### config.mk
export PLATFORM = sky130hd
export DESIGN_NAME = hsp_exec
export DESIGN_NICKNAME = d
export VERILOG_FILES = /design/src/rtl/hsp_pkg.sv /design/src/rtl/hsp_exec.sv
export SDC_FILE = /design/constraint.sdc
export NUM_CORES = 1
export LEC_CHECK = 0
export BUFFER_PORTS_ARGS = -buffer_cell sky130_fd_sc_hd__buf_4
export CELL_PAD_IN_SITES_DETAIL_PLACEMENT = 0
export CELL_PAD_IN_SITES_GLOBAL_PLACEMENT = 2
export CORE_MARGIN = 5
export CORE_UTILIZATION = 36
export DETAILED_ROUTE_END_ITERATION = 12
export PLACE_DENSITY_LB_ADDON = 0.15
export SYNTH_ARGS = -nofsm -noshare
export SYNTH_HDL_FRONTEND = slang
export SYNTH_SLANG_ARGS = --single-unit
export TNS_END_PERCENT = 10
### constraint.sdc
create_clock -name clk_i -period 6.7 [get_ports clk_i]
set_input_delay 0.67 -clock clk_i [delete_from_list [all_inputs] [get_ports clk_i]]
set_output_delay 0.67 -clock clk_i [all_outputs]
set_load 0.1 [all_outputs]
### src/rtl/hsp_pkg.sv
`timescale 1ns / 1ps
`default_nettype none

package hsp_pkg;

  // magnitude of a parsed value, times 1000, saturated
  localparam int unsigned MAG_W = 31;
  localparam logic [MAG_W-1:0] MAG_MAX = '1;

  // quotient widths of the scaling stage
  localparam int unsigned Q40_W = 26;
  localparam int unsigned Q1000_W = 22;

  // x / 40 = (x >> 3) / 5 and x / 1000 = (x >> 3) / 125, by reciprocal
  localparam logic [31:0] RECIP_5 = 32'hCCCC_CCCD;
  localparam int unsigned RECIP_5_SHIFT = 34;
  localparam logic [28:0] RECIP_125 = 29'd274877907;
  localparam int unsigned RECIP_125_SHIFT = 35;

  typedef enum logic [2:0] {
    KIND_STROKE = 3'd0,
    KIND_POINT  = 3'd1,
    KIND_PEN    = 3'd2,
    KIND_CIRCLE = 3'd3,
    KIND_EOF    = 3'd4
  } kind_e;

  // one action word from the parser to the executor
  typedef struct packed {
    logic             stroke;
    logic             pen;
    logic             circ;
    logic             set_x;
    logic             set_y;
    logic             rel;
    logic             point;
    logic             eof;
    logic             neg;
    logic [MAG_W-1:0] mag;
  } op_t;

  // action word with its scaled quotients
  typedef struct packed {
    op_t                op;
    logic [Q40_W-1:0]   q40;
    logic [Q1000_W-1:0] q1000;
  } scaled_t;

endpackage

`default_nettype wire

### src/rtl/hsp_exec.sv
`timescale 1ns / 1ps
`default_nettype none

module hsp_exec (
  input  wire logic               clk_i,
  input  wire logic               rst_ni,
  input  wire logic               s_valid_i,
  input  hsp_pkg::scaled_t        s_data_i,
  output logic                    s_take_o,
  input  wire logic               cfg_we_i,
  input  wire logic               cfg_index_i,
  input  wire logic signed [31:0] cfg_data_i,
  output logic                    out_valid_o,
  input  wire logic               out_stall_i,
  output logic [2:0]              kind_o,
  output logic signed [31:0]      pos_x_o,
  output logic signed [31:0]      pos_y_o,
  output logic signed [31:0]      amount_o,
  output logic                    last_o
);
  import hsp_pkg::*;

  localparam logic signed [31:0] S32_MAX = 32'sh7FFF_FFFF;
  localparam logic signed [31:0] S32_MIN = 32'sh8000_0000;

  logic signed [31:0] origin_x_q, origin_y_q;
  logic signed [31:0] cur_x_q, cur_y_q;
  logic               out_valid_q;
  kind_e              kind_q;
  logic signed [31:0] pos_x_q, pos_y_q, amount_q;
  logic               last_q;
  logic               second_q;

  op_t                op;
  logic [4:0]         items, first_oh, rest, second_oh, sel_oh;
  logic               has_any, has_second, is_final, slot_free, emit;
  logic signed [31:0] amt, pen_amt, dq, base, new_val;
  logic signed [32:0] sum;
  kind_e              r_kind;
  logic signed [31:0] r_x, r_y, r_amt;

  assign op = s_data_i.op;

  // results in order: stroke, pen, circle, point, end of file
  assign items      = {op.eof, op.point, op.circ, op.pen, op.stroke};
  assign first_oh   = items & (~items + 5'd1);
  assign rest       = items & ~first_oh;
  assign second_oh  = rest & (~rest + 5'd1);
  assign has_any    = |items;
  assign has_second = |rest;
  assign sel_oh     = second_q ? second_oh : first_oh;
  assign is_final   = second_q || !has_second;
  assign slot_free  = !out_valid_q || !out_stall_i;
  assign emit       = s_valid_i && has_any && slot_free;
  assign s_take_o   = s_valid_i && (!has_any || (slot_free && is_final));

  always_comb begin
    amt     = op.neg ? -$signed({1'b0, op.mag}) : $signed({1'b0, op.mag});
    pen_amt = op.neg ? -$signed(32'(s_data_i.q1000)) : $signed(32'(s_data_i.q1000));
    dq      = op.neg ? -$signed(32'(s_data_i.q40)) : $signed(32'(s_data_i.q40));
    base    = op.set_y ? cur_y_q : cur_x_q;
    sum     = 33'(base) + 33'(dq);
    if (!op.rel) begin
      new_val = dq;
    end else if (sum[32] != sum[31]) begin
      new_val = sum[32] ? S32_MIN : S32_MAX;
    end else begin
      new_val = sum[31:0];
    end
  end

  always_comb begin
    r_kind = KIND_EOF;
    r_x    = '0;
    r_y    = '0;
    r_amt  = '0;
    if (sel_oh[0]) begin
      r_kind = KIND_STROKE;
      r_x    = cur_x_q;
      r_y    = cur_y_q;
    end else if (sel_oh[1]) begin
      r_kind = KIND_PEN;
      r_x    = cur_x_q;
      r_y    = cur_y_q;
      r_amt  = pen_amt;
    end else if (sel_oh[2]) begin
      r_kind = KIND_CIRCLE;
      r_x    = cur_x_q;
      r_y    = cur_y_q;
      r_amt  = amt;
    end else if (sel_oh[3]) begin
      r_kind = KIND_POINT;
      r_x    = cur_x_q;
      r_y    = new_val;
      r_amt  = amt;
    end
  end

  always_ff @(posedge clk_i or negedge rst_ni) begin
    if (!rst_ni) begin
      out_valid_q <= 1'b0;
      second_q    <= 1'b0;
      origin_x_q  <= '0;
      origin_y_q  <= '0;
      cur_x_q     <= '0;
      cur_y_q     <= '0;
    end else begin
      if (slot_free) begin
        out_valid_q <= emit;
      end
      if (emit) begin
        second_q <= !is_final;
      end
      if (s_take_o) begin
        if (op.eof) begin
          cur_x_q <= origin_x_q;
          cur_y_q <= origin_y_q;
        end else if (op.set_x) begin
          cur_x_q <= new_val;
        end else if (op.set_y) begin
          cur_y_q <= new_val;
        end
      end
      if (cfg_we_i) begin
        if (cfg_index_i) begin
          origin_y_q <= cfg_data_i;
          cur_y_q    <= cfg_data_i;
        end else begin
          origin_x_q <= cfg_data_i;
          cur_x_q    <= cfg_data_i;
        end
      end
    end
  end

  always_ff @(posedge clk_i) begin
    if (emit) begin
      kind_q   <= r_kind;
      pos_x_q  <= r_x;
      pos_y_q  <= r_y;
      amount_q <= r_amt;
      last_q   <= is_final;
    end
  end

  assign out_valid_o = out_valid_q;
  assign kind_o      = kind_q;
  assign pos_x_o     = pos_x_q;
  assign pos_y_o     = pos_y_q;
  assign amount_o    = amount_q;
  assign last_o      = last_q;

endmodule

`default_nettype wire

==> impl_metrics.json <==
{
  "status": "finished clean",
  "yosys.area.top_type": "dfrtp_1",
  "ios": 228,
  "multiInputGateArea_um2": 7930,
  "regArea_um2": 6260,
  "synth_top_area_share_pct": 22.1,
  "cts_buffers": 29,
  "fin_worst_skew_ns": 0.0235,
  "die_height_um": 212,
  "seq_area_frac_synth_pct": 42.4,
  "ys_seq_elements": 230,
  "hp-class": "in2async",
  "ir_drop_mv": 0.204,
  "syn_area_um2": 14700,
  "worst_slack_ns": 1.00,
  "cts_hold_buf": 0,
  "yosysWarnings": 0,
  "avgSynthCellArea_um2": 9.09,
  "drtIter0Drc": 1090,
  "syn2layout_area_growth_pct": 21.3,
  "crit_fanout": 31,
  "r2r_cells": 14,
  "fin_crit_sh_pct": 85.1,
  "relSlewSlack_pct": 22.1,
  "dp_hpwl_um": 39300,
  "maxCapViolCount": 0,
  "antenna_left": 0,
  "die_x_um": 212,
  "die-area_um2": 45100,
  "cts_tree": "done",
  "hold_violations": 0,
  "cts_max_level": 1,
  "switching_power_mw": 3.32,
  "postCtsSetupBuffers": 0,
  "grt.overflow.total": 0,
  "power_frac_comb_pct": 50.3,
  "max_freq_mhz": 175,
  "grtUsageTotal_pct": 24.6,
  "post_cts_resized": 0,
  "gp_congestion": 0.894,
  "netlist_top_cells_area": "dfrtp_1 22%, edfxtp_1 20%, nand2_1 7.1%, o21ai_0 4.6%, xor2_1 3.6%",
  "power_leakage_nw": 7.53,
  "required_ns": 7.15,
  "seqPwrFrac_pct": 29.0,
  "start_util_pct": 36.3,
  "core_area_um2": 40600,
  "rsz0062_at_grt": "no",
  "wl_per_cell_um": 24.4,
  "crit_arrival_ns": 6.15,
  "vias": 13800,
  "synth_edf_count": 100,
  "io_buffers": 227,
  "antenna_found_initial": 0,
  "p_int_mw": 3.81,
  "endpoint_kind": "flip-flop",
  "grt_first_pass_wirelength_um": 85300,
  "ys_types": 83,
  "cts.sinks": 230,
  "cp-start-kind": "primary input",
  "row_count": 74,
  "fin_crit_ns": 5.70,
  "fill_cells": 4015,
  "rrSetupSlack_ns": 2.52,
  "synth_nets": 1783,
  "clk_pin_slew_worst_paths_ns": 0.06,
  "cellPowerDensity_nw_per_um2": 399,
  "ys_top_cells_by_count": "280 x nand2_1, 135 x o21ai_0, 130 x dfrtp_1",
  "drive_gt1_share_pct": 20.3,
  "insertion_delay_ns": 0.57,
  "swShare_pct": 46.6,
  "grt_pass1_vias": 13300,
  "instances_no_fill": 2360,
  "cts_buffer_depth": 3,
  "async_flop_share_pct": 56.5,
  "nets": 1968,
  "power_mw": 7.13,
  "setup_viol": 0,
  "syn_inst": 1621,
  "pwr-share-clk_pct": 20.7,
  "firstDrtPassIters": 5,
  "place_inst": 2307,
  "pre_cts_slack_ns": 0.462,
  "grt_max_degree": 71,
  "tightest_slew_ns": 1.17,
  "drc_errors": 0,
  "hold_slack_ns": 0.219,
  "clock-root-buffer": "clkbuf_16",
  "vias_per_cell": 5.86,
  "yosysMostFrequentCell": "nand2_1",
  "wirelength_um": 57600,
  "finalSetupTns_ns": 0,
  "diodes": 0,
  "synth_ff_type": "dfrtp_1",
  "maxSlewViolCount": 0,
  "path_class": "in2reg"
}
[stage by stage]
step / cell area (um2) / utilization [%]
floorplan: 14700 / -
CTS: 17900 / 44.0
global placement: 17000 / 41.8
global route: 17900 / 44.0
detailed placement: 17000 / 41.8
finish: 17900 / 44.0
[power by group through the flow]
stage / Sequential, mW / Clock (mW) / Combinational [mW]
floorplan: 2.78 / 0 / 1.81
detailed placement: 2.09 / 0 / 3.55
global placement: 2.09 / 0 / 3.55
global route: 2.10 / 1.56 / 3.83
finish: 2.07 / 1.47 / 3.58
CTS: 2.07 / 1.51 / 3.57
[metal layers]
layer | up-vias | global-route usage (%) | part of all wire, %
met5 | - | 0 | 0
met4 | 0 | 6.71 | 2.5
met3 | 89 | 3.51 | 6.7
met2 | 533 | 38.0 | 44
met1 | 6826 | 36.3 | 47
li1 | 6380 | - | -
[flip-flops by register name (all words and copies together) (netlist names)]
register and flops:
amount_o 32, cur_x_q 32, cur_y_q 32, kind_o 3
last_o 1, origin_x_q 32, origin_y_q 32, out_valid_o 1
pos_x_o 32, pos_y_o 32, second_q 1
[logic make-up after synthesis]
kind of cell,count (synthesis),synth area share [%]
AOI/OAI and AO/OA,532,25.1
xor gates and xnor gates,96,5.81
adders and majority gates,38,3.24
buffers and inverters,153,4.10
DFF,230,42.4
muxes,37,2.78
and+or+nand+nor,535,16.5
[cell type report]
class / instances / area share (%)
clock buffer: 44 / 4.60
clock inverter: 9 / 0.294
inverter: 45 / 0.945
multi-input combinational: 1238 / 44.4
sequential: 230 / 35.0
tap: 532 / 3.72
timing repair buffer: 262 / 11.1
[worst max-delay path, cell delays in order]
cell and delay (ns):
buf_4 0.12, or4_4 0.54, or4_1 0.67, or2_2 0.42
o31a_1 0.35, ha_1 0.43, a21oi_1 0.31, o21ai_0 0.29
a221oi_1 0.49, o221ai_1 0.18, a32o_1 0.24, or2_0 0.20
buf_4 0.19, nand2_2 0.11, buf_4 0.38, a21oi_1 0.12
o41ai_1 0.39
[path summary, 6_finish.rpt]
| path | from | endpoint |
|---|---|---|
| max in group asynchronous | rst_ni | cur_y_q[28]$_DFF_PN0_ |
| setup / recovery | s_data_i[34] | cur_y_q[5]$_DFF_PN0_ |
| setup reg to reg | cur_x_q[4]$_DFF_PN0_ | cur_y_q[5]$_DFF_PN0_ |
| hold reg to reg | origin_y_q[15]$_DFFE_PN0P_ | origin_y_q[15]$_DFFE_PN0P_ |
| min in group clk_i | cfg_data_i[2] | origin_x_q[2]$_DFFE_PN0P_ |
| hold / removal | rst_ni | origin_y_q[0]$_DFFE_PN0P_ |
[placed cells by master (no fill, tap or decap), types with 8 or more instances in the layout]
cell type,Yosys,routed
o211ai_1,21,21
buf_4,0,261
and3_1,10,10
mux2_2,31,31
xor2_1,60,60
o221ai_1,48,48
inv_1,45,45
o311ai_1,17,17
a31oi_1,10,10
clkbuf_1,87,11
a21oi_1,91,90
clkbuf_16,0,29
o221a_2,8,8
a21o_1,24,24
nand3_1,19,19
or3_1,21,21
a21boi_0,16,16
ha_1,35,35
nor2b_1,42,41
nor2_1,85,80
a211oi_1,9,9
o31ai_1,26,26
dfrtp_1,130,130
or4_1,16,16
o22ai_1,24,24
nor3_1,19,19
nand2b_1,9,8
o21ai_0,135,135
edfxtp_1,100,100
and2_1,12,11
xnor2_1,35,35
o21a_1,8,8
nand2_1,280,279
o41ai_1,13,13
No activity file was read; power rests on OpenSTA's default activity.
