<file path="src/rtl/hsp_pkg.sv">
`timescale 1ns / 1ps
`default_nettype none

package hsp_pkg;

  // magnitude of a parsed value, times 1000, saturated
  localparam int unsigned MAG_W = 31;
  localparam logic [MAG_W-1:0] MAG_MAX = '1;

  // quotient widths of the scaling stage
  localparam int unsigned Q40_W = 26;
  localparam int unsigned Q1000_W = 22;

  // x / 40 = (x >> 3) / 5 and x / 1000 = (x >> 3) / 125, by reciprocal
  localparam logic [31:0] RECIP_5 = 32'hCCCC_CCCD;
  localparam int unsigned RECIP_5_SHIFT = 34;
  localparam logic [28:0] RECIP_125 = 29'd274877907;
  localparam int unsigned RECIP_125_SHIFT = 35;

  typedef enum logic [2:0] {
    KIND_STROKE = 3'd0,
    KIND_POINT  = 3'd1,
    KIND_PEN    = 3'd2,
    KIND_CIRCLE = 3'd3,
    KIND_EOF    = 3'd4
  } kind_e;

  // one action word from the parser to the executor
  typedef struct packed {
    logic             stroke;
    logic             pen;
    logic             circ;
    logic             set_x;
    logic             set_y;
    logic             rel;
    logic             point;
    logic             eof;
    logic             neg;
    logic [MAG_W-1:0] mag;
  } op_t;

  // action word with its scaled quotients
  typedef struct packed {
    op_t                op;
    logic [Q40_W-1:0]   q40;
    logic [Q1000_W-1:0] q1000;
  } scaled_t;

endpackage

`default_nettype wire

</file>
<file path="src/rtl/hsp_fifo.sv">
`timescale 1ns / 1ps
`default_nettype none

module hsp_fifo #(
  parameter int unsigned DEPTH = 4
) (
  input  wire logic     clk_i,
  input  wire logic     rst_ni,
  input  wire logic     push_i,
  input  hsp_pkg::op_t  data_i,
  output logic          full_o,
  output logic          valid_o,
  input  wire logic     pop_i,
  output hsp_pkg::op_t  data_o
);
  import hsp_pkg::*;

  localparam int unsigned PTR_W = (DEPTH > 1) ? $clog2(DEPTH) : 1;
  localparam int unsigned CNT_W = $clog2(DEPTH + 1);

  op_t              mem_q [DEPTH];
  logic [PTR_W-1:0] wr_q, wr_d, rd_q, rd_d;
  logic [CNT_W-1:0] cnt_q, cnt_d;
  logic             do_push, do_pop;

  assign full_o  = (cnt_q == CNT_W'(DEPTH));
  assign valid_o = (cnt_q != '0);
  assign data_o  = mem_q[rd_q];
  assign do_push = push_i && !full_o;
  assign do_pop  = pop_i && valid_o;

  always_comb begin
    wr_d  = wr_q;
    rd_d  = rd_q;
    cnt_d = cnt_q;
    if (do_push) begin
      wr_d = (wr_q == PTR_W'(DEPTH - 1)) ? '0 : wr_q + PTR_W'(1);
    end
    if (do_pop) begin
      rd_d = (rd_q == PTR_W'(DEPTH - 1)) ? '0 : rd_q + PTR_W'(1);
    end
    if (do_push && !do_pop) begin
      cnt_d = cnt_q + CNT_W'(1);
    end else if (do_pop && !do_push) begin
      cnt_d = cnt_q - CNT_W'(1);
    end
  end

  always_ff @(posedge clk_i or negedge rst_ni) begin
    if (!rst_ni) begin
      wr_q  <= '0;
      rd_q  <= '0;
      cnt_q <= '0;
    end else begin
      wr_q  <= wr_d;
      rd_q  <= rd_d;
      cnt_q <= cnt_d;
    end
  end

  always_ff @(posedge clk_i) begin
    if (do_push) begin
      mem_q[wr_q] <= data_i;
    end
  end

endmodule

`default_nettype wire

</file>
<file path="config.mk">
export PLATFORM = sky130hd
export DESIGN_NAME = hsp_fifo
export DESIGN_NICKNAME = d
export VERILOG_FILES = /design/src/rtl/hsp_pkg.sv /design/src/rtl/hsp_fifo.sv
export SDC_FILE = /design/constraint.sdc
export NUM_CORES = 1
export LEC_CHECK = 0
export BUFFER_PORTS_ARGS = -buffer_cell sky130_fd_sc_hd__buf_2
export CORE_ASPECT_RATIO = 0.75
export CORE_MARGIN = 4
export CORE_UTILIZATION = 61
export CTS_CLUSTER_DIAMETER = 80
export DETAILED_ROUTE_END_ITERATION = 7
export HOLD_SLACK_MARGIN = 0.05
export PLACE_DENSITY = 0.95
export SYNTH_ARGS = -nofsm -noshare
export SYNTH_HDL_FRONTEND = slang
export SYNTH_SLANG_ARGS = --single-unit
</file>
<file path="constraint.sdc">
create_clock -name clk_i -period 3.2 [get_ports clk_i]
set_input_delay 0.32 -clock clk_i [delete_from_list [all_inputs] [get_ports clk_i]]
set_output_delay 0.32 -clock clk_i [all_outputs]
set_load 0.02 [all_outputs]
</file>
==> results of run 1 <==
==> through the flow <==
stage          setup WS [ns]  utilization
6_report               0.593        0.756
5_1_grt                0.399        0.756
4_1_cts                0.505        0.756
3_5_place_dp           0.857        0.692
3_3_place_gp           0.924        0.692
2_1_floorplan          0.961            -
==> routing by layer <==
metal  vias to the layer above  global-route usage  routed length [um]
met5                         -                   0                  14
met4                         2              0.0704                  75
met3                        10              0.0732                 939
met1                      1468               0.280                4610
li1                       1244                   -                   -
met2                       135               0.330                5850
==> final cells by class <==
class                           instances  area [sq um]
Fill cell                             523          2410
Clock buffer                           19           443
Timing Repair Buffer                   92           493
Inverter                                3          11.3
Clock inverter                         13           180
Sequential cell                       167          4980
Multi-Input combinational cell         66          1170
Tap cell                              132           165
==> sequential cells by signal, indices dropped and copies added (netlist names) <==
| signal | count |
|---|---|
| rd_q | 2 |
| mem_q | 160 |
| cnt_q | 3 |
| wr_q | 2 |
==> worst paths after layout <==
| check | start | slack, ns | to | depth (start not counted) |
|---|---|---|---|---|
| worst max-delay path | rd_q[0] | 0.59 | data_o[31] | 3 |
| worst min-delay path | data_i[37] | 0.12 | mem_q[2][37] | 1 |
| worst max register to register | cnt_q[2] | 0.83 | mem_q[0][9] | 4 |
| worst min register to register | cnt_q[2] | 0.48 | cnt_q[2] | 1 |
| max in group asynchronous | rst_ni | 2.77 | rd_q[0] | 2 |
| min in group asynchronous | rst_ni | 0.26 | cnt_q[2] | 2 |
==> power breakdown <==
| part | switching [mW] | internal [mW] |
|---|---|---|
| Combinational | 1.18 | 0.958 |
| Clock | 0.775 | 1.32 |
| Sequential | 0.321 | 2.90 |
==> cells in the mapped netlist, drive strengths merged <==
| library cell | n | area (sq um) |
|---|---|---|
| buf | 10 | 123 |
| nor2 | 3 | 11.3 |
| fa | 1 | 20.0 |
| nand2 | 1 | 6.26 |
| and2 | 4 | 25.0 |
| inv | 3 | 11.3 |
| dfrtp | 7 | 175 |
| nor3b | 1 | 12.5 |
| edfxtp | 160 | 4800 |
| or3 | 1 | 11.3 |
| mux2 | 5 | 63.8 |
| nor2b | 1 | 6.26 |
| ha | 6 | 75.1 |
| clkbuf | 1 | 3.75 |
| xor2 | 2 | 17.5 |
| xnor2 | 1 | 8.76 |
| mux4 | 40 | 908 |
==> critical path, cell delays in order (launching register included) <==
cell and delay (ns):
dfrtp_2 0.82, buf_12 0.30, mux4_1 0.57, buf_2 0.18
==> cells by family (layout without fill, tap and decap cells) <==
group / Yosys count / after routing / share of synthesized area
buf+inv: 14 / 127 / 0.0219
flops: 167 / 167 / 0.793
simple gates: 11 / 11 / 0.0115
xor+xnor: 3 / 3 / 0.00418
fa+ha+maj: 7 / 7 / 0.0151
mux: 45 / 45 / 0.155
==> layout by cell type, fill, tap and decap left out, types with 4 or more instances in the layout <==
cell and n:
edfxtp_1 160, and2_2 4, ha_1 6, mux4_2 38, clkbuf_16 17, buf_2 85
clkinv_2 4, dfrtp_1 5, bufinv_16 4, buf_4 5
==> what timing repair did <==
item / 4_1_cts / 5_1_grt
endpoints found under the hold margin: 7 / 0
setup endpoints to repair: 0 / 0
hold buffers: 1 / 0
==> qor.yml, run 1 <==
grt_pass1_vias: 3090
syn-num-nets: 298
clk_pin_slew_ns: 0.06
grt_pass1_wl_um: 18000
io_pins: 86
syn_avg_cell_area_sq_um: 25.4
peakVddDrop_mv: 0.665
period_needed_ns: 2.61
tightestPinTransition_ns: 1.02
whs_ns: 0.116
synth-seq-area-share: 0.793
drv_cap: 0
ant_nets: 0
max_freq_mhz: 384
max-clock-path-buffers: 2
placed_area_sq_mm: 0.00681
wl_per_cell_um: 23.4
start_kind: "register"
crit_type: "reg2out"
drive_gt1_frac: 0.483
fin_skew_ns: 0.00589
setup_viol: 0
power_mw: 7.46
fin_setup_tns_ns: 0
synth.distinct_cells: 21
synth_seq_cells: 167
post_cts_buffers: 0
ctsResizeCount: 0
cp_max_fo: 22
port_buffers: 85
min_path_type: "in2reg"
core_sq_mm: 0.00985
crit_required_ns: 2.88
grt_overflow: 0
grt_max_degree: 43
die_area_sq_mm: 0.0120
syn_to_final_growth_pct: 18.5
num_rows: 31
cts_tree: "built"
power_leakage_nw: 2.62
finalNetCount: 398
cts_root_buffer: "clkbuf_16"
slew_headroom: 0.317
wl_um: 11500
first_iter_violations: 179
n_antenna_cell: 0
worstPathArrival_ns: 2.29
outcome: "finished clean"
dieHeight_um: 95.9
detailed_place_hpwl_um: 6650
p_per_area_mw_per_mm2: 1000
post_layout_nonfiller_instances: 492
cts_sinks: 167
clock_latency_ns: 0.41
drc: 0
start_util: 0.638
vias: 2859
rsz0062_at_grt: "no"
cts-buffers-inserted: 17
htree_levels: 4
final_area_sq_mm: 0.00745
die_w_um: 125
yosys_warnings: 0
vias_per_cell: 5.81
period_share: 0.815
synthesis.instances: 247
antenna_found_initial: 1
dr.pass1.iters: 4
worst_setup_path_end_kind: "output port"
gp_congestion: 0.757
finalHoldViolations: 0
synthesis.area_sq_mm: 0.00628
slew_viol_final: 0
place_inst: 459
grtUsageTotal: 0.209
(Power assumes the default switching activity.)
==> run 2: changes to the inputs <==
Settings changed: CORE_UTILIZATION 61 to 57, PLACE_DENSITY 0.95 to 0.91.
Clock period 3.2 ns to 2.4 ns, I/O delays scaled along.
==> qor.yml, run 2 (same netlist as run 1, synthesis figures left out) <==
max-clock-path-buffers: 2
seq_power_share: 0.420
start_kind: "register"
wl_um: 11400
post_cts_buffers: 0
gp_congestion: 0.784
max_flop_register: "mem_q"
clk_pin_slew_ns: 0.06
peakVddDrop_mv: 0.903
drv_cap: 0
largest_reg_flops: 160
io_pins: 86
crit_required_ns: 2.16
port_buffers: 85
p_per_area_mw_per_mm2: 1240
worstPathArrival_ns: 1.96
syn_to_final_growth_pct: 25.2
fin_setup_tns_ns: 0
die_w_um: 129
die_area_sq_mm: 0.0128
utilization: 0.747
start_util: 0.597
cp_max_fo: 22
grtUsageTotal: 0.195
dieHeight_um: 98.9
ctsResizeCount: 0
fin_skew_ns: 0.00655
min_path_cells: 1
drc: 0
max_freq_mhz: 454
finalNetCount: 443
finalHoldViolations: 0
cts_sinks: 167
clock_latency_ns: 0.42
power_leakage_nw: 2.78
num_rows: 32
core_sq_mm: 0.0105
cts_root_buffer: "clkbuf_16"
slew_viol_final: 0
top_regs: "mem_q (160), cnt_q (3)"
htree_levels: 4
fill_cells: 576
grt_overflow: 0
period_share: 0.917
grt_pass1_vias: 3387
period_needed_ns: 2.20
p_comb_frac: 0.322
grt_pass1_wl_um: 18300
final_common_cell: "edfxtp_1"
slew_headroom: 0.622
intPower_mw: 6.70
n_antenna_cell: 0
crit_type: "reg2out"
hold_buffers: 39
vias_per_cell: 5.56
place_inst: 469
first_iter_violations: 165
final_cell_mix: "160 x edfxtp_1, 85 x buf_2, 40 x dlygate4sd3_1"
worst_setup_path_end_kind: "output port"
post_layout_nonfiller_instances: 541
rr_worst_depth: 8
switchingPower_mw: 3.10
drive_gt1_frac: 0.440
ant_nets: 0
cts-buffers-inserted: 17
p_sw_frac: 0.316
tightestPinTransition_ns: 0.567
rsz0062_at_grt: "no"
vias: 3008
cts_tree: "built"
antenna_found_initial: 0
min_path_type: "in2reg"
outcome: "finished clean"
grt_max_degree: 26
clkPwrFrac: 0.258
setup_viol: 0
detailed_place_hpwl_um: 6970
dr.pass1.iters: 4
wl_per_cell_um: 21.0
run 2: cell count changes in the layout (fill, tap and decap cells not counted):
| cell | before | now |
|---|---|---|
| clkinv_2 | 4 | 0 |
| buf_4 | 5 | 7 |
| clkinv_4 | 2 | 4 |
| bufinv_16 | 4 | 1 |
| clkinv_1 | 0 | 2 |
| inv_6 | 0 | 2 |
| dlygate4sd3_1 | 1 | 40 |
| clkbuf_8 | 1 | 0 |
| buf_12 | 1 | 5 |
| clkinvlp_4 | 3 | 5 |
run 2: power groups by stage:
stage | Clock (mW) | Combinational [mW] | Sequential (mW)
floorplan | 0 | 2.33 | 4.05
detailed placement | 0 | 3.14 | 4.18
finish | 2.53 | 3.15 | 4.11
CTS | 2.56 | 3.21 | 4.13
global route | 2.73 | 3.38 | 4.17
global placement | 0 | 3.08 | 4.13
run 2: per-stage QoR:
step | worst slack, ns | total power, mW | instance area (sq um) | hold slack, ns
6_report | 0.198 | 9.79 | 7870 | 0.0782
5_1_grt | 0.0997 | 10.3 | 7870 | 0.0556
4_1_cts | 0.183 | 9.90 | 7860 | 0.0511
3_5_place_dp | 0.262 | 7.33 | 6910 | 0.0839
3_3_place_gp | 0.387 | 7.21 | 6910 | 0.0771
2_1_floorplan | 0.161 | 6.38 | 6280 | -0.0556
run 2: path summary, 6_finish.rpt:
kind	startpoint	end	slack (ns)
max	rd_q[1]	data_o[2]	0.20
min	data_i[24]	mem_q[1][24]	0.08
max reg2reg	cnt_q[0]	cnt_q[2]	0.25
min reg2reg	cnt_q[2]	cnt_q[2]	0.51
max in group asynchronous	rst_ni	rd_q[0]	2.00
min in group asynchronous	rst_ni	cnt_q[2]	0.22
run 2: metal layers:
metal	vias up	share of wire	global-route usage	wire (um)
li1	1332	-	-	-
met1	1555	0.39	0.239	4480
met2	105	0.53	0.330	6030
met3	16	0.063	0.0731	715
met4	0	0.011	0.0517	127
met5	-	0	0	0
run 2: area by class of cell:
type | count | area [sq um] | share of cell area
clock buffer | 18 | 429 | 0.0545
clock inverter | 14 | 128 | 0.0162
inverter | 3 | 11.3 | 0.00143
multi-input combinational | 66 | 1170 | 0.149
sequential | 167 | 4980 | 0.633
tap | 136 | 170 | 0.0216
timing repair buffer | 137 | 978 | 0.124
run 2: worst max-delay path, cell delays in order (launching register included):
cell	delay, ns
dfrtp_2	0.72
buf_12	0.26
mux4_2	0.36
buf_2	0.19
==> run 3: changes to the inputs <==
Settings changed: CORE_MARGIN 4 to default.
==> qor.yml, run 3 (same netlist as run 1, synthesis figures left out) <==
detailed_place_hpwl_um: 6490
io_pins: 86
first_iter_violations: 211
crit_type: "reg2out"
grt_overflow: 0
place_inst: 466
power_leakage_nw: 2.77
final_cell_mix: "160 x edfxtp_1, 85 x buf_2, 38 x mux4_2"
final_common_cell: "edfxtp_1"
n_antenna_cell: 0
largest_reg_flops: 160
cts_sinks: 167
vias_per_cell: 5.53
port_buffers: 85
post_layout_nonfiller_instances: 535
grt_max_degree: 41
die_area_sq_mm: 0.0115
vias: 2960
worstPathArrival_ns: 1.97
outcome: "finished clean"
grt_pass1_wl_um: 17400
start_util: 0.599
grtUsageTotal: 0.220
drive_gt1_frac: 0.439
worst_setup_path_end_kind: "output port"
period_needed_ns: 2.21
setup_viol: 0
clock_latency_ns: 0.41
cts_tree: "built"
drv_cap: 0
min_path_type: "in2reg"
hold_buffers: 37
fill_cells: 583
top_regs: "mem_q (160), cnt_q (3)"
cts_root_buffer: "clkbuf_16"
cp_max_fo: 24
drc: 0
ctsResizeCount: 0
max-clock-path-buffers: 2
fin_skew_ns: 0.00594
post_cts_buffers: 0
fin_setup_tns_ns: 0
finalHoldViolations: 0
syn_to_final_growth_pct: 24.6
dieHeight_um: 92.9
gp_congestion: 0.726
dr.pass1.iters: 4
max_flop_register: "mem_q"
max_freq_mhz: 452
grt_pass1_vias: 3138
crit_required_ns: 2.16
wl_um: 11400
slew_viol_final: 0
rsz0062_at_grt: "no"
htree_levels: 4
die_w_um: 123
ant_nets: 0
cts-buffers-inserted: 17
slew_headroom: 0.575
num_rows: 32
tightestPinTransition_ns: 0.637
finalNetCount: 437
period_share: 0.922
core_sq_mm: 0.0105
p_per_area_mw_per_mm2: 1260
start_kind: "register"
antenna_found_initial: 0
clk_pin_slew_ns: 0.06
peakVddDrop_mv: 0.889
wl_per_cell_um: 21.3
reg2reg_setup_slack_ns: 0.30
==> run 3: cell count changes in the layout (fill, tap and decap cells not counted) <==
cell           delta
buf_4             -3
clkinv_2          +4
clkbuf_1          +1
dlygate4sd3_1     -3
clkinv_1          -1
clkinv_4          -1
inv_6             -2
clkinvlp_4        -2
bufinv_16         +1
==> run 3: layer usage <==
metal	part of all wire	global-route usage
met5	0	0
met4	0.013	0.0783
met3	0.067	0.0708
met2	0.51	0.355
met1	0.40	0.283
==> run 3: worst paths after layout <==
| path | to | cells after the start | from |
|---|---|---|---|
| hold reg to reg | cnt_q[2] | 1 | cnt_q[2] |
| setup reg to reg | cnt_q[2] | 8 | cnt_q[0] |
| hold / removal | mem_q[0][13] | 1 | data_i[13] |
| min in group asynchronous | cnt_q[0] | 2 | rst_ni |
| setup / recovery | data_o[11] | 3 | rd_q[1] |
| max in group asynchronous | rd_q[1] | 2 | rst_ni |
==> run 3: report_power, final <==
group	switching (mW)	total [mW]	internal [mW]
clock network	1.08	2.60	1.52
registers	0.274	4.13	3.86
logic	1.73	3.12	1.39
==> run 3: area by class of cell <==
type / instances / area [sq um] / area share
sequential: 167 / 4980 / 0.637
tap: 136 / 170 / 0.0217
timing repair buffer: 131 / 926 / 0.118
clock inverter: 13 / 133 / 0.0169
clock buffer: 19 / 433 / 0.0553
multi-input combinational: 66 / 1170 / 0.150
inverter: 3 / 11.3 / 0.00144
==> run 3: critical path, stage by stage (launching register included) <==
cell     delay, ns
dfrtp_2       0.78
buf_12        0.25
mux4_2        0.34
buf_2         0.18
==> run 3: per-stage QoR <==
stage | hold slack (ns) | utilization | setup WS [ns] | instance area, sq um | power, mW
2_1_floorplan | -0.0556 | - | 0.161 | 6280 | 6.38
3_3_place_gp | 0.0783 | 0.657 | 0.387 | 6890 | 7.16
3_5_place_dp | 0.0823 | 0.657 | 0.299 | 6890 | 7.30
4_1_cts | 0.0504 | 0.746 | 0.160 | 7830 | 9.95
5_1_grt | 0.0544 | 0.746 | 0.119 | 7830 | 10.3
6_report | 0.0684 | 0.746 | 0.187 | 7830 | 9.85
