**config.mk**
```make
export PLATFORM = sky130hd
export DESIGN_NAME = hsp_front
export DESIGN_NICKNAME = d
export VERILOG_FILES = /design/src/rtl/hsp_pkg.sv /design/src/rtl/hsp_front.sv
export SDC_FILE = /design/constraint.sdc
export NUM_CORES = 1
export LEC_CHECK = 0
export BUFFER_PORTS_ARGS = -buffer_cell sky130_fd_sc_hd__buf_2
export CORE_AREA = 2 2 155 112
export CTS_CLUSTER_SIZE = 24
export DETAILED_ROUTE_END_ITERATION = 10
export DIE_AREA = 0 0 157 114
export PLACE_DENSITY = 0.71
export SETUP_SLACK_MARGIN = 0.05
export SLEW_MARGIN = 30
export SYNTH_ARGS = -nofsm -noshare
export SYNTH_HDL_FRONTEND = slang
export SYNTH_SLANG_ARGS = --single-unit
```
**constraint.sdc**
```tcl
create_clock -name clk_i -period 11 [get_ports clk_i]
set_clock_uncertainty 0.1 [all_clocks]
set_input_delay 2.75 -clock clk_i [delete_from_list [all_inputs] [get_ports clk_i]]
set_output_delay 2.75 -clock clk_i [all_outputs]
set_load 0.02 [all_outputs]
```
**src/rtl/hsp_pkg.sv**
```systemverilog
`timescale 1ns / 1ps
`default_nettype none

package hsp_pkg;

  // magnitude of a parsed value, times 1000, saturated
  localparam int unsigned MAG_W = 31;
  localparam logic [MAG_W-1:0] MAG_MAX = '1;

  // quotient widths of the scaling stage
  localparam int unsigned Q40_W = 26;
  localparam int unsigned Q1000_W = 22;

  // x / 40 = (x >> 3) / 5 and x / 1000 = (x >> 3) / 125, by reciprocal
  localparam logic [31:0] RECIP_5 = 32'hCCCC_CCCD;
  localparam int unsigned RECIP_5_SHIFT = 34;
  localparam logic [28:0] RECIP_125 = 29'd274877907;
  localparam int unsigned RECIP_125_SHIFT = 35;

  typedef enum logic [2:0] {
    KIND_STROKE = 3'd0,
    KIND_POINT  = 3'd1,
    KIND_PEN    = 3'd2,
    KIND_CIRCLE = 3'd3,
    KIND_EOF    = 3'd4
  } kind_e;

  // one action word from the parser to the executor
  typedef struct packed {
    logic             stroke;
    logic             pen;
    logic             circ;
    logic             set_x;
    logic             set_y;
    logic             rel;
    logic             point;
    logic             eof;
    logic             neg;
    logic [MAG_W-1:0] mag;
  } op_t;

  // action word with its scaled quotients
  typedef struct packed {
    op_t                op;
    logic [Q40_W-1:0]   q40;
    logic [Q1000_W-1:0] q1000;
  } scaled_t;

endpackage

`default_nettype wire

```
**src/rtl/hsp_front.sv**
```systemverilog
`timescale 1ns / 1ps
`default_nettype none

module hsp_front #(
  parameter int unsigned MAX_VALUE_CHARS = 19
) (
  input  wire logic        clk_i,
  input  wire logic        rst_ni,
  input  wire logic        accept_i,
  input  wire logic [7:0]  byte_in_i,
  input  wire logic        end_of_file_i,
  output hsp_pkg::op_t     op_o,
  output logic             push_o
);
  import hsp_pkg::*;

  localparam int unsigned CNT_W = $clog2(MAX_VALUE_CHARS + 1);

  localparam logic [15:0] CMD_PD = 16'h5044;
  localparam logic [15:0] CMD_PU = 16'h5055;
  localparam logic [15:0] CMD_PA = 16'h5041;
  localparam logic [15:0] CMD_PR = 16'h5052;
  localparam logic [15:0] CMD_SP = 16'h5350;
  localparam logic [15:0] CMD_CI = 16'h4349;

  localparam logic [7:0] CH_PLUS  = 8'h2B;
  localparam logic [7:0] CH_MINUS = 8'h2D;
  localparam logic [7:0] CH_DOT   = 8'h2E;
  localparam logic [7:0] CH_SEMI  = 8'h3B;
  localparam logic [7:0] CASE_MASK = 8'hDF;

  typedef enum logic [1:0] {
    PH_SEEK1,
    PH_SEEK2,
    PH_PARAMS
  } phase_e;

  phase_e           phase_q, phase_d;
  logic [7:0]       first_q, first_d;
  logic [MAG_W-1:0] acc_q, acc_d;
  logic             nochar_q, nochar_d;
  logic             neg_q, neg_d;
  logic             start_q, start_d;
  logic             dead_q, dead_d;
  logic [1:0]       stage_q, stage_d;
  logic [CNT_W-1:0] cnt_q, cnt_d;
  logic             odd_q, odd_d;
  logic             down_q, down_d;
  logic             rel_q, rel_d;
  logic             pen_q, pen_d;
  logic             circ_q, circ_d;

  logic        is_letter, is_digit, is_num;
  logic        fin, fin_end, do_cmd;
  logic [15:0] cmd;
  logic [3:0]  dig;
  logic [35:0] acc_sum;

  always_comb begin
    is_letter = (byte_in_i inside {[8'h41:8'h5A], [8'h61:8'h7A]});
    is_digit  = (byte_in_i inside {[8'h30:8'h39]});
    is_num    = is_digit || (byte_in_i inside {CH_DOT, CH_PLUS, CH_MINUS});
    dig       = byte_in_i[3:0];
    cmd       = {first_q & CASE_MASK, byte_in_i & CASE_MASK};
    case (stage_q)
      2'd0:    acc_sum = 36'({acc_q, 3'b000}) + 36'({acc_q, 1'b0}) + 36'(dig) * 36'd1000;
      2'd1:    acc_sum = 36'(acc_q) + 36'(dig) * 36'd100;
      2'd2:    acc_sum = 36'(acc_q) + 36'(dig) * 36'd10;
      default: acc_sum = 36'(acc_q) + 36'(dig);
    endcase
  end

  always_comb begin
    phase_d  = phase_q;
    first_d  = first_q;
    acc_d    = acc_q;
    nochar_d = nochar_q;
    neg_d    = neg_q;
    start_d  = start_q;
    dead_d   = dead_q;
    stage_d  = stage_q;
    cnt_d    = cnt_q;
    odd_d    = odd_q;
    down_d   = down_q;
    rel_d    = rel_q;
    pen_d    = pen_q;
    circ_d   = circ_q;
    fin      = 1'b0;
    fin_end  = 1'b0;
    do_cmd   = 1'b0;
    op_o     = '0;
    push_o   = 1'b0;

    if (accept_i) begin
      if (end_of_file_i) begin
        fin = (phase_q == PH_PARAMS) && !nochar_q;
      end else begin
        case (phase_q)
          PH_PARAMS: begin
            if (is_num) begin
              nochar_d = 1'b0;
              if (cnt_q < CNT_W'(MAX_VALUE_CHARS)) begin
                cnt_d = cnt_q + CNT_W'(1);
                if (!dead_q) begin
                  if (byte_in_i == CH_PLUS || byte_in_i == CH_MINUS) begin
                    if (start_q) begin
                      dead_d = 1'b1;
                    end else begin
                      start_d = 1'b1;
                      neg_d   = neg_q || (byte_in_i == CH_MINUS);
                    end
                  end else if (byte_in_i == CH_DOT) begin
                    start_d = 1'b1;
                    if (stage_q == 2'd0) begin
                      stage_d = 2'd1;
                    end else begin
                      dead_d = 1'b1;
                    end
                  end else begin
                    start_d = 1'b1;
                    acc_d = (acc_sum > 36'(MAG_MAX)) ? MAG_MAX : acc_sum[MAG_W-1:0];
                    if (stage_q == 2'd3) begin
                      dead_d = 1'b1;
                    end else if (stage_q != 2'd0) begin
                      stage_d = stage_q + 2'd1;
                    end
                  end
                end
              end
            end else if (byte_in_i == CH_SEMI) begin
              fin     = 1'b1;
              fin_end = 1'b1;
              phase_d = PH_SEEK1;
            end else if (is_letter) begin
              fin     = 1'b1;
              fin_end = 1'b1;
              first_d = byte_in_i;
              phase_d = PH_SEEK2;
            end else begin
              fin = 1'b1;
            end
          end
          PH_SEEK2: begin
            if (is_letter) begin
              do_cmd = 1'b1;
            end else begin
              phase_d = PH_SEEK1;
            end
          end
          default: begin
            if (is_letter) begin
              first_d = byte_in_i;
              phase_d = PH_SEEK2;
            end
          end
        endcase
      end

      // close the value in hand
      if (fin) begin
        op_o.pen   = pen_q;
        op_o.circ  = circ_q;
        op_o.set_x = !odd_q && !fin_end;
        op_o.set_y = odd_q;
        op_o.point = odd_q && down_q;
        op_o.rel   = rel_q;
        op_o.neg   = neg_q;
        op_o.mag   = acc_q;
        pen_d      = 1'b0;
        circ_d     = 1'b0;
        odd_d      = !odd_q;
      end

      if (do_cmd) begin
        case (cmd)
          CMD_PD: begin
            op_o.stroke = !down_q;
            down_d      = 1'b1;
          end
          CMD_PU:  down_d = 1'b0;
          CMD_PA:  rel_d = 1'b0;
          CMD_PR:  rel_d = 1'b1;
          CMD_SP:  pen_d = 1'b1;
          CMD_CI:  circ_d = 1'b1;
          default: ;
        endcase
        phase_d = PH_PARAMS;
        odd_d   = 1'b0;
      end

      if (fin || do_cmd) begin
        acc_d    = '0;
        nochar_d = 1'b1;
        neg_d    = 1'b0;
        start_d  = 1'b0;
        dead_d   = 1'b0;
        stage_d  = 2'd0;
        cnt_d    = '0;
      end

      if (end_of_file_i) begin
        op_o.eof = 1'b1;
        phase_d  = PH_SEEK1;
        first_d  = '0;
        acc_d    = '0;
        nochar_d = 1'b1;
        neg_d    = 1'b0;
        start_d  = 1'b0;
        dead_d   = 1'b0;
        stage_d  = 2'd0;
        cnt_d    = '0;
        odd_d    = 1'b0;
        down_d   = 1'b0;
        rel_d    = 1'b0;
        pen_d    = 1'b0;
        circ_d   = 1'b0;
      end

      push_o = fin || op_o.stroke || end_of_file_i;
    end
  end

  always_ff @(posedge clk_i or negedge rst_ni) begin
    if (!rst_ni) begin
      phase_q  <= PH_SEEK1;
      first_q  <= '0;
      acc_q    <= '0;
      nochar_q <= 1'b1;
      neg_q    <= 1'b0;
      start_q  <= 1'b0;
      dead_q   <= 1'b0;
      stage_q  <= 2'd0;
      cnt_q    <= '0;
      odd_q    <= 1'b0;
      down_q   <= 1'b0;
      rel_q    <= 1'b0;
      pen_q    <= 1'b0;
      circ_q   <= 1'b0;
    end else begin
      phase_q  <= phase_d;
      first_q  <= first_d;
      acc_q    <= acc_d;
      nochar_q <= nochar_d;
      neg_q    <= neg_d;
      start_q  <= start_d;
      dead_q   <= dead_d;
      stage_q  <= stage_d;
      cnt_q    <= cnt_d;
      odd_q    <= odd_d;
      down_q   <= down_d;
      rel_q    <= rel_d;
      pen_q    <= pen_d;
      circ_q   <= circ_d;
    end
  end

endmodule

`default_nettype wire

```
==> flow_summary.yaml, run 1 <==
status:
  status: "finished, final reports clean"
logic_synthesis:
  ys_seq_elements: 56
  synthMuxAreaShare_pct: 1.10
  synth_fa_ha_area_share_pct: 20.9
  syn_area_um2: 8720
  synthArstFlopShare_pct: 100
  syn_area_per_cell_um2: 7.80
  synth_most_common_cell: "ha_1"
  yosys_warnings: 0
  synth_area_leaders: "dfrtp_1 (16%), ha_1 (15%), fa_1 (5.5%), o21ai_0 (4.8%), nand2_1 (4.5%)"
  synth_xor_area_share_pct: 7.63
  synth.distinct_cells: 76
  yosys-top-cells-count: "ha_1 (107), nand2_1 (104), nor2_1 (93), o21ai_0 (84), a21oi_1 (73)"
  seq_area_frac_synth_pct: 16.1
  synth_top_family_by_area: "compound AO/OA/AOI/OAI gates"
  synth_edf_count: 0
  synth_simple_gate_area_share_pct: 20.3
  syn_nets: 1261
  synth_top_cell_by_area: "dfrtp_1"
  postSynthCellCount: 1118
  synth_top_area_share_pct: 15.8
  synth-compound-area-share_pct: 28.8
  ys.flop_type: "dfrtp_1"
pwr:
  vdd_drop_max_v: 0.0000802
  p_leak_nw: 4.39
  power.density_nw_per_um2: 66.5
global_route:
  use_met2_pct: 42.6
  grt_pass1_vias: 7867
  grtUsageMet3_pct: 8.55
  grt_util_met1_pct: 50.9
  grt_max_degree: 57
  track_usage_pct: 32.0
  grt-ovfl-total: 0
  antenna_found_initial: 0
  busiest_layer: "met1"
  grt_pass1_wl_um: 44700
clocking:
  ctsLongestPathBuffers: 2
  htree_levels: 2
  clkLatencyLatePin_ps: 320
  clk_pin_slew_worst_paths_ps: 90
  postCtsHoldBufs: 0
  cts-root-buf: "clkbuf_16"
  cts_tree: "done"
  clock_sinks: 56
  cts_setup_buffers: 0
  numCtsBuffers: 5
  cts-resized-gates: 0
layout:
  fin_cells: 1357
  n_fill_cell: 1612
  syn2layout_area_growth_pct: 5.91
  nets: 1268
  diodes: 0
  drive_gt1_share_pct: 9.86
floorplan:
  fp-row-count: 40
  die_w_um: 157
  coreArea_um2: 16600
  ioPinCount: 53
  dieArea_um2: 17900
  die_h_um: 114
  initial_core_util_pct: 52.6
timing:
  fin_tns_setup_ps: 0
  post-route-min-period_ps: 9280
  hold_viol_final: 0
  slew_headroom_pct: 35.8
  finalSetupViolCount: 0
  slew_violations: 0
  worst_pin_slew_ps: 952
  period_share_pct: 84.3
  rsz0062_at_grt: "no"
  fin_ws_ps: 1720
  fmax_mhz: 108
worst_setup_path:
  end_kind: "output port"
  critPathKind: "input port to output port"
  r2r-start: "acc_q[4]"
  rr_endpoint: "acc_q[11]"
  crit_path_start_kind: "input port"
  worstPathMaxFanout: 32
  required_ps: 8150
  r2r_cells: 14
  arrival_ps: 6430
  setup.worst_path.start: "byte_in_i[1]"
  r2r_slack_ps: 6370
placed_design:
  routabilityCongestion: 1.00
  hpwl_um: 21300
  place_ws_ps: 1740
  dpl.cell_count: 1349
  port_buffers: 52
route:
  vias: 8876
  routed_wl_um: 28600
  drc: 0
  antenna_left: 0
  first_pass_iters: 8
  wl_per_cell_um: 21.1
  viasPerCell: 6.54
  drtIter0Drc: 1165
hold_path:
  hp-start: "dead_q"
  hp-class: "flip-flop to flip-flop"
  min_delay_path_depth: 2
  hold_end: "dead_q"
run:
  maxCapViolCount: 0
## placed cells by master (no fill, tap or decap), types with 40 or more instances in the layout
cell	instances
and3_1	40
o21ai_0	84
buf_2	52
inv_1	54
nor2_1	93
dfrtp_1	55
a21oi_1	73
ha_1	106
nand2_1	104
## logic make-up (layout without fill, tap and decap cells)
family                     Yosys count  after routing
AOI/OAI and AO/OA                  369            369
and+or+nand+nor                    362            362
adders and majority gates          131            131
buffers and inverters              115            123
xor gates and xnor gates            76             76
DFF                                 56             56
muxes                                9              9
## layout make-up
| class | count | area (µm²) | share of cell area, % |
|---|---|---|---|
| Clock buffer | 5 | 125 | 1.35 |
| Tap cell | 231 | 289 | 3.13 |
| Timing Repair Buffer | 61 | 328 | 3.55 |
| Multi-Input combinational cell | 947 | 6860 | 74.3 |
| Sequential cell | 56 | 1400 | 15.2 |
| Inverter | 54 | 203 | 2.19 |
| Clock inverter | 3 | 25.0 | 0.271 |
## worst max-delay path: stages
cell and delay [ps]:
buf_2 320, inv_1 280, ha_1 340, o21ai_0 170, nand2_1 100, o211ai_1 470, o211a_1 840, nand2_1 640
nor2_1 310, buf_2 210
## metal layers
layer / wire length [µm] / share of wire (%)
met5: 0 / 0
met2: 11200 / 39
met1: 13300 / 47
met3: 3550 / 12
met4: 517 / 1.8
## state kept, by name, summed over array words and instances (netlist names)
name,flops
odd_q,1
stage_q,2
cnt_q,5
nochar_q,1
acc_q,31
pen_q,1
phase_q,2
first_q,7
down_q,1
rel_q,1
neg_q,1
start_q,1
dead_q,1
circ_q,1
## report_power, final
group | internal [W] | switching (W)
registers | 0.000209 | 0.00000357
logic | 0.0000861 | 0.000136
clock network | 0.0000867 | 0.0000925
## worst max path at each step
stage                           end  slack [ps]  cells after the start
after CTS                  op_o[24]        1830                     10
after global placement    acc_q[11]        1920                     24
after floorplan            acc_q[9]        2880                     23
after global routing       op_o[36]        1380                     10
final                      op_o[24]        1720                     10
after detailed placement  acc_q[11]        1740                     24
## stage by stage
step | hold WS, ps | util (%) | total power (W) | area, µm²
6_report | 414 | 55.8 | 0.000614 | 9240
5_1_grt | 429 | 55.8 | 0.000646 | 9240
4_1_cts | 416 | 55.8 | 0.000610 | 9240
3_5_place_dp | 397 | 54.8 | 0.000433 | 9090
3_3_place_gp | 381 | 54.8 | 0.000431 | 9090
2_1_floorplan | 355 | - | 0.000375 | 8720
(Power assumes the default switching activity.)
==> run 2, diff against run 1 <==
--- a/config.mk
+++ b/config.mk
@@ -10,7 +10,7 @@
 export CTS_CLUSTER_SIZE = 24
 export DETAILED_ROUTE_END_ITERATION = 10
 export DIE_AREA = 0 0 157 114
-export PLACE_DENSITY = 0.71
+export PLACE_DENSITY = 0.74
 export SETUP_SLACK_MARGIN = 0.05
 export SLEW_MARGIN = 30
 export SYNTH_ARGS = -nofsm -noshare
==> constraint.sdc (replaced) <==
create_clock -name clk_i -period 8 [get_ports clk_i]
set_clock_uncertainty 0.1 [all_clocks]
set_input_delay 2 -clock clk_i [delete_from_list [all_inputs] [get_ports clk_i]]
set_output_delay 2 -clock clk_i [all_outputs]
set_load 0.02 [all_outputs]
==> flow_summary.yaml, run 2 (synthesis gave the netlist of run 1 again) <==
status:
  status: "finished, final reports clean"
worst_setup_path:
  setup.worst_path.start: "byte_in_i[1]"
  end_kind: "flip-flop"
  endpoint: "acc_q[11]"
  arrival_ps: 7630
  required_ps: 8040
  r2r_slack_ps: 3560
  worstPathMaxFanout: 22
  r2r-start: "acc_q[4]"
  critPathKind: "input port to flip-flop"
  crit_path_start_kind: "input port"
  r2r_cells: 14
  rr_endpoint: "acc_q[11]"
layout:
  n_fill_cell: 1583
  top_regs: "acc_q (31), first_q (7), cnt_q (5)"
  largest_reg_flops: 31
  drive_gt1_share_pct: 10.8
  fin_cells: 1369
  diodes: 0
  nets: 1280
  syn2layout_area_growth_pct: 7.13
  largest_register: "acc_q"
  final_common_cell: "ha_1"
  mostFrequentLayoutCells: "ha_1 (106), nand2_1 (104), nor2_1 (93)"
  fin_util_pct: 56.4
timing:
  fin_tns_setup_ps: 0
  finalSetupViolCount: 0
  worst_pin_slew_ps: 898
  rsz0062_at_grt: "no"
  slew_headroom_pct: 39.5
  slew_violations: 0
  post-route-min-period_ps: 7580
  period_share_pct: 94.8
  fmax_mhz: 132
  hold_viol_final: 0
clocking:
  clock_sinks: 56
  postCtsHoldBufs: 0
  htree_levels: 2
  clk_pin_slew_worst_paths_ps: 80
  ctsLongestPathBuffers: 2
  cts_setup_buffers: 0
  clkLatencyLatePin_ps: 310
  cts-root-buf: "clkbuf_16"
  cts_tree: "done"
  cts-resized-gates: 0
  numCtsBuffers: 5
run:
  maxCapViolCount: 0
floorplan:
  dieArea_um2: 17900
  die_h_um: 114
  ioPinCount: 53
  fp-row-count: 40
  initial_core_util_pct: 52.6
  die_w_um: 157
  coreArea_um2: 16600
pwr:
  p_leak_nw: 4.45
  power.density_nw_per_um2: 89.5
  vdd_drop_max_v: 0.0000799
placed_design:
  hpwl_um: 21700
  dpl.cell_count: 1361
  routabilityCongestion: 1.03
  port_buffers: 52
route:
  routed_wl_um: 28500
  drtIter0Drc: 1004
  first_pass_iters: 8
  vias: 8998
  antenna_left: 0
  viasPerCell: 6.57
  drc: 0
  wl_per_cell_um: 20.8
hold_path:
  hp-class: "flip-flop to flip-flop"
global_route:
  grt_pass1_vias: 8042
  grt_pass1_wl_um: 44200
  antenna_found_initial: 0
  grt_max_degree: 57
  grt-ovfl-total: 0
  track_usage_pct: 31.5
-- run 2: cell types whose count changed in the layout (fill, tap and decap cells not counted), sizes merged --
| cell | before | now |
|---|---|---|
| clkinv | 0 | 1 |
| buf | 61 | 73 |
| inv | 56 | 55 |
-- run 2: per-stage QoR --
step | total power, W | setup slack [ps] | area, µm² | hold WS [ps]
2_1_floorplan | 0.000515 | 626 | 8720 | 355
3_3_place_gp | 0.000596 | 298 | 9190 | 386
3_5_place_dp | 0.000603 | 138 | 9190 | 398
4_1_cts | 0.000833 | 456 | 9340 | 415
5_1_grt | 0.000883 | 127 | 9340 | 432
6_report | 0.000836 | 415 | 9340 | 412
-- run 2: power breakdown --
part	switching, W	internal (W)
clock	0.000114	0.000117
combinational	0.000191	0.000122
sequential	0.00000421	0.000287
total	0.000309	0.000527
-- run 2: worst max-delay path, stage by stage --
cell and delay, ps:
buf_2 140, fa_1 570, inv_1 60, fa_1 470
inv_1 50, ha_1 330, a21oi_1 220, o21bai_1 90
a21oi_1 200, o21ai_0 110, a21oi_1 180, xnor2_1 190
fa_1 470, ha_1 320, a21oi_1 240, nand2_1 100
o311a_1 390, and3_1 220, o2111ai_2 260, nor2_2 60
o221a_4 260, nor4b_4 330, buf_12 230, a211oi_1 100
-- run 2: worst min-delay path by stage --
stage          endpoint  startpoint  cells after the start
6_report         dead_q      dead_q                      2
4_1_cts          dead_q      dead_q                      2
5_1_grt        nochar_q    nochar_q                      1
2_1_floorplan     neg_q       neg_q                      2
3_5_place_dp     dead_q      dead_q                      2
3_3_place_gp     dead_q      dead_q                      2
-- run 2: cell type report --
type                            count  area, µm²  area share (%)
Inverter                           54        203            2.17
Sequential cell                    56       1400            15.0
Tap cell                          231        289            3.09
Multi-Input combinational cell    947       6870            73.6
Clock inverter                      3       21.3           0.228
Clock buffer                        5        125            1.34
Timing Repair Buffer               73        430            4.61
-- run 2: per-layer routing --
| metal | up-vias | GRT usage [%] | part of all wire (%) |
|---|---|---|---|
| li1 | 4150 | - | - |
| met2 | 473 | 44.1 | 40 |
| met1 | 4328 | 48.1 | 47 |
| met5 | - | 0 | 0 |
| met3 | 47 | 9.54 | 12 |
| met4 | 0 | 5.08 | 1.5 |
